===== config.mk =====
export PLATFORM = sky130hd
export DESIGN_NAME = sas_ctrl
export DESIGN_NICKNAME = d
export VERILOG_FILES = /design/src/design/sas_pkg.sv /design/src/design/sas_ctrl.sv
export SDC_FILE = /design/constraint.sdc
export NUM_CORES = 1
export LEC_CHECK = 0
export BUFFER_PORTS_ARGS = -buffer_cell sky130_fd_sc_hd__buf_2
export CELL_PAD_IN_SITES_DETAIL_PLACEMENT = 1
export CELL_PAD_IN_SITES_GLOBAL_PLACEMENT = 2
export CORE_MARGIN = 4
export CORE_UTILIZATION = 19
export DETAILED_ROUTE_END_ITERATION = 10
export GPL_ROUTABILITY_DRIVEN = 0
export PLACE_DENSITY_LB_ADDON = 0.1
export SLEW_MARGIN = 25
export SYNTH_ARGS = -nofsm -noshare
export SYNTH_HDL_FRONTEND = slang
export SYNTH_SLANG_ARGS = --single-unit

===== constraint.sdc =====
create_clock -name aclk -period 1.1 [get_ports aclk]
set_clock_uncertainty 0.15 [all_clocks]
set_input_delay 0.22 -clock aclk [delete_from_list [all_inputs] [get_ports aclk]]
set_output_delay 0.22 -clock aclk [all_outputs]
set_load 0.01 [all_outputs]

===== src/design/sas_pkg.sv =====
`default_nettype none

package sas_pkg;

    // Table geometry
    localparam int TABLE_DEPTH = 256;
    localparam int IDX_W       = $clog2(TABLE_DEPTH);
    localparam int CNT_W       = $clog2(TABLE_DEPTH + 1);
    localparam int ADDR_W      = 32;
    localparam int POS_W       = 9;

    // Request codes
    localparam logic REQ_LOOKUP = 1'b0;
    localparam logic REQ_INSERT = 1'b1;

    typedef enum logic [2:0] {
        ST_IDLE,
        ST_SEARCH,
        ST_WAIT,
        ST_MATCH,
        ST_SHIFT,
        ST_MOVE,
        ST_DONE
    } state_t;

    // Commands from controller to datapath
    typedef struct packed {
        logic load_req;
        logic rd_mid;
        logic step;
        logic rd_lo;
        logic decide;
        logic init_shift;
        logic rd_shift;
        logic wr_shift;
        logic wr_new;
        logic load_out;
    } cmd_t;

    // Status from datapath to controller
    typedef struct packed {
        logic lo_lt_hi;
        logic insert_ok;
        logic shift_left;
        logic out_free;
    } status_t;

endpackage

`default_nettype wire


===== src/design/sas_ctrl.sv =====
`default_nettype none

module sas_ctrl
    import sas_pkg::*;
(
    input  wire logic    aclk,
    input  wire logic    aresetn,
    input  wire logic    s_valid,
    output logic         s_ready,
    input  wire status_t status,
    output cmd_t         cmd
);

    state_t state_reg;
    state_t state_next;

    always_ff @(posedge aclk) begin
        if (!aresetn) begin
            state_reg <= ST_IDLE;
        end else begin
            state_reg <= state_next;
        end
    end

    // Next state
    always_comb begin
        state_next = state_reg;
        unique case (state_reg)
            ST_IDLE:   if (s_valid) state_next = ST_SEARCH;
            ST_SEARCH: state_next = status.lo_lt_hi ? ST_WAIT : ST_MATCH;
            ST_WAIT:   state_next = ST_SEARCH;
            ST_MATCH:  state_next = status.insert_ok ? ST_SHIFT : ST_DONE;
            ST_SHIFT:  state_next = status.shift_left ? ST_MOVE : ST_DONE;
            ST_MOVE:   state_next = ST_SHIFT;
            ST_DONE:   if (status.out_free) state_next = ST_IDLE;
            default:   state_next = ST_IDLE;
        endcase
    end

    // Commands
    always_comb begin
        cmd     = '0;
        s_ready = 1'b0;
        unique case (state_reg)
            ST_IDLE: begin
                s_ready      = 1'b1;
                cmd.load_req = s_valid;
            end
            ST_SEARCH: begin
                cmd.rd_mid = status.lo_lt_hi;
                cmd.rd_lo  = !status.lo_lt_hi;
            end
            ST_WAIT: begin
                cmd.step = 1'b1;
            end
            ST_MATCH: begin
                cmd.decide     = 1'b1;
                cmd.init_shift = status.insert_ok;
            end
            ST_SHIFT: begin
                cmd.rd_shift = status.shift_left;
                cmd.wr_new   = !status.shift_left;
            end
            ST_MOVE: begin
                cmd.wr_shift = 1'b1;
            end
            ST_DONE: begin
                cmd.load_out = status.out_free;
            end
            default: begin
                cmd = '0;
            end
        endcase
    end

    // Checks
    a_accept_search: assert property (@(posedge aclk) disable iff (!aresetn)
        s_valid && s_ready |=> state_reg == ST_SEARCH)
        else $error("accepted word did not start a search");

    a_one_read: assert property (@(posedge aclk) disable iff (!aresetn)
        $onehot0({cmd.rd_mid, cmd.rd_lo, cmd.rd_shift}))
        else $error("more than one table read requested");

    a_move_after_read: assert property (@(posedge aclk) disable iff (!aresetn)
        state_reg == ST_MOVE |-> $past(cmd.rd_shift))
        else $error("shift write without preceding read");

endmodule

`default_nettype wire


* Yosys cells after proc, flatten, opt, wreduce, memory -nomap -nowiden *
Cells that the tools add are included.

word-level totals
  output and inout port bits = 11
  input bits = 7
  register bits after elaboration = 3
  logic and storage cells = 29

cells by class
  reductions and logical operators = 4
  multiplexer cells = 16
  equal/unequal tests = 8

operators by type and width
  operator            count
  $pmux 3 s7          1
  $mux 1              10
  $eq 3x3->1 const B  3
  $eq 3x2->1 const B  2
  $mux 2              3
  $mux 3              2
  $ne 2x2->1 const B  2
  $eq 3x1->1 const B  1
  $logic_not 3->1     1
  $logic_not 1->1     2
  $reduce_and 2->1    1

* Logic depth before layout (Yosys ltp) *
  depth after elaboration = 3
  mapped depth = 4
  gate-level depth less buffers = 3

* Worst setup path after synthesis *
Ideal clock, no wire load.

  path kind = register -> output
  start point = register state_reg[1]
  end point = output port cmd[9] (netlist name)
  stages on the path, launching flop included = 4
  arrival time = 0.962 ns
  slack = -0.232 ns
  path through = dfxtp_1 > buf_6 > nor3_2 > and2_1

RTL lines
  item                    line            source
  start, declared         sas_ctrl.sv:14  state_t state_reg;
  start signal, assigned  sas_ctrl.sv:21  state_reg <= state_next;
  end, declared           sas_ctrl.sv:11  output cmd_t cmd

==> impl_results.md <==
* Vias post-DR at 372
* Fraction of layout cells with a size suffix above 1 at approximately 87%
* Critical-path maximum fanout at 6
* Worst-Margin Slew at 272 ps
* Yosys cell types at 25
* Global Route Usage Sum at under 10%
* Routed len/inst at about 13 um
* Root Driver: clkbuf_4
* Final Max Slew Viols at 0
* Starting density of the core at approximately a fifth
* # DRC at 0
* Maximum VDD drop at 0.854 mV
* Placeable Area at 0.00152 mm2
* Placed Cells at 71
* CP required at 730 ps
* Setup-failing EPs final at 14
* Die area at about 0.0023 mm2
* Worst-case clock buffer depth at 2
* Largest family of logic cells by synthesized area: simple AND/OR/NAND/NOR gates
* Worst path max stage delay at approximately 360 ps
* Antenna cells at 0
* Port Buffers at 17
* Vias/cell at about 4.7
* Worst path top cell family by delay: flip-flops
* Fin. Hold Viols at 0
* Syn Area/Cell at 9.40 um2
* Vias in the first global route at ~390
* Ys Warns at 0
* Hpwl dp at 771 um
* Leak at 0.291 nW
* Fin area at ~670 um2
* Post-synthesis net count at 40
* Worst-path clk slew at 40 ps
* Clock insertion delay at the later pin of the skew report at between 200 and 250 ps
* Largest net degree at the start of global routing at 11
* Die H at around 48 um
* CP cell instances: buf_6, nor3_4, and2_4, buf_6
* Initial antenna violation count at 0
* Sequential area share after synthesis at a little under 20%
* Final Routed Wirelength at between 1000 and 1500 um
* Chip width at ~48 um
* Drt first pass iters at 2
* Synth Area in XOR/XNOR at 0%
* Tcrit/Tclk final at 139%
* Slew HR at approximately 80%
* Hold-fix buffers, CTS at 0
* Final nets at between 70 and 80
* Outcome: complete, but fails checks
* Fin Setup TNS at -4800 ps
* CTS tree: built
* H-tree Lvls at 1
* FP Rows at 14
* Area grow syn2layout at 116%
* Initial drt markers at 2
* Simple-Gate Fraction of Synth Area at 52.4%
* Compound-Gate Fraction of Synth Area at between 20% and 30%
* Hold Crit Class: input pin to flip-flop
* Failing checks: setup timing
* Max-cap violations at 0
* CP arrival at 1150 ps
* Adder-Cell Fraction of Synth Area at 0%
* CTS sink cnt at 3
* Most frequent CP cell: buf_6
* Total gr overflow at 0
* First-pass GRT wire length at roughly 1700 um
* Io pins at 18
* Mux contribution to synthesized area at 0%
* Commonest non-fill, non-tap cell in the layout: buf_6
* Tmin final at approximately 1500 ps
* Startpoint Class: flip-flop
* Final non-filler cell total at ~80
* Placement Cell Area at 494 um2
* Largest register FFs at 3
* Reg2reg setup slack at -280 ps
* Commonest cells after routing, fill and taps aside: buf_6 (16), buf_2 (8), buf_4 (4)
* Pwr/cell area at ~1100 mW/mm2
* RSZ-0062 raised after global routing: true
* Synthesized area at 310 um2
* Worst setup margin at -424 ps
* Num CTS Buffers at 3
* Cells after Synth at 33
* Critical path buffers and inverters at 2
* Synth Register Bits at 3
* Slowest cell on the critical path: dfxtp_4
* Setup Crit Path Kind: flip-flop to output port
* Crit end category: output port
* Achievable Freq at between 600 and 700 MHz
* Routed Antenna Nets at 0
[worst min-delay path, cell delays in order]
cell and delay, ps:
buf_2 130, o311ai_4 70, a21oi_2 40
[cell usage after synthesis]
| cell type | n | area [um2] |
|---|---|---|
| a211oi_1 | 1 | 7.51 |
| a21oi_1 | 1 | 5.00 |
| a22oi_1 | 1 | 7.51 |
| and2_1 | 3 | 18.8 |
| and2b_2 | 2 | 17.5 |
| and2b_4 | 1 | 10.0 |
| and3_1 | 2 | 12.5 |
| and3b_2 | 1 | 10.0 |
| and4bb_2 | 1 | 12.5 |
| buf_2 | 1 | 5.00 |
| buf_6 | 1 | 11.3 |
| dfxtp_1 | 3 | 60.1 |
| inv_1 | 1 | 3.75 |
| nand2_1 | 1 | 3.75 |
| nand4b_1 | 1 | 8.76 |
| nor2_1 | 1 | 3.75 |
| nor2b_1 | 3 | 18.8 |
| nor3_2 | 1 | 10.0 |
| nor3b_2 | 1 | 12.5 |
| nor4b_2 | 1 | 15.0 |
| o21ai_0 | 1 | 5.00 |
| o21ai_2 | 1 | 8.76 |
| o21bai_1 | 1 | 7.51 |
| o311ai_4 | 1 | 26.3 |
| or2_4 | 1 | 8.76 |
[final cells by class]
| type | count | area (um2) |
|---|---|---|
| Multi-Input combinational cell | 27 | 298 |
| Tap cell | 16 | 20.0 |
| Sequential cell | 3 | 71.3 |
| Timing Repair Buffer | 28 | 250 |
| Fill cell | 171 | 855 |
| Inverter | 1 | 3.75 |
| Clock buffer | 4 | 26.3 |
[kinds of logic after synthesis]
| kind of cell | after synthesis |
|---|---|
| flops | 3 |
| compound gates | 7 |
| buf+inv | 3 |
| simple gates | 20 |
[layer usage]
layer	track usage, %	wire, um	vias up
li1	-	-	180
met5	0	0	-
met3	3.07	79	4
met1	9.31	429	168
met4	5.53	23	0
met2	15.7	494	20
[per-stage QoR]
step	hold slack [ps]	util [%]	power (W)	setup WS (ps)
after floorplan	193	-	0.000322	-117
after global routing	109	43.9	0.000783	-488
after global placement	346	32.4	0.000413	-227
final	122	43.9	0.000719	-424
after CTS	122	41.0	0.000696	-452
after detailed placement	363	32.4	0.000420	-259
[power by group]
part	internal [W]	switching [W]	total [W]
logic	0.000234	0.000143	0.000376
clock network	0.000135	0.0000498	0.000185
registers	0.000125	0.0000331	0.000158
total	0.000494	0.000225	0.000719
[repair_timing]
item                       in CTS  in global routing
gates resized for setup        17                  7
setup endpoints to repair      14                 14
pin swaps                       5                  4
buffers inserted                2                  2
[final timing paths]
path / start / cells after the start / end
worst max-delay path: state_reg[2] / 4 / cmd[9]
worst min-delay path: aresetn / 3 / state_reg[0]
worst max register to register: state_reg[0] / 4 / state_reg[1]
worst min register to register: state_reg[1] / 2 / state_reg[0]
Power figures use the tool's default switching activity.
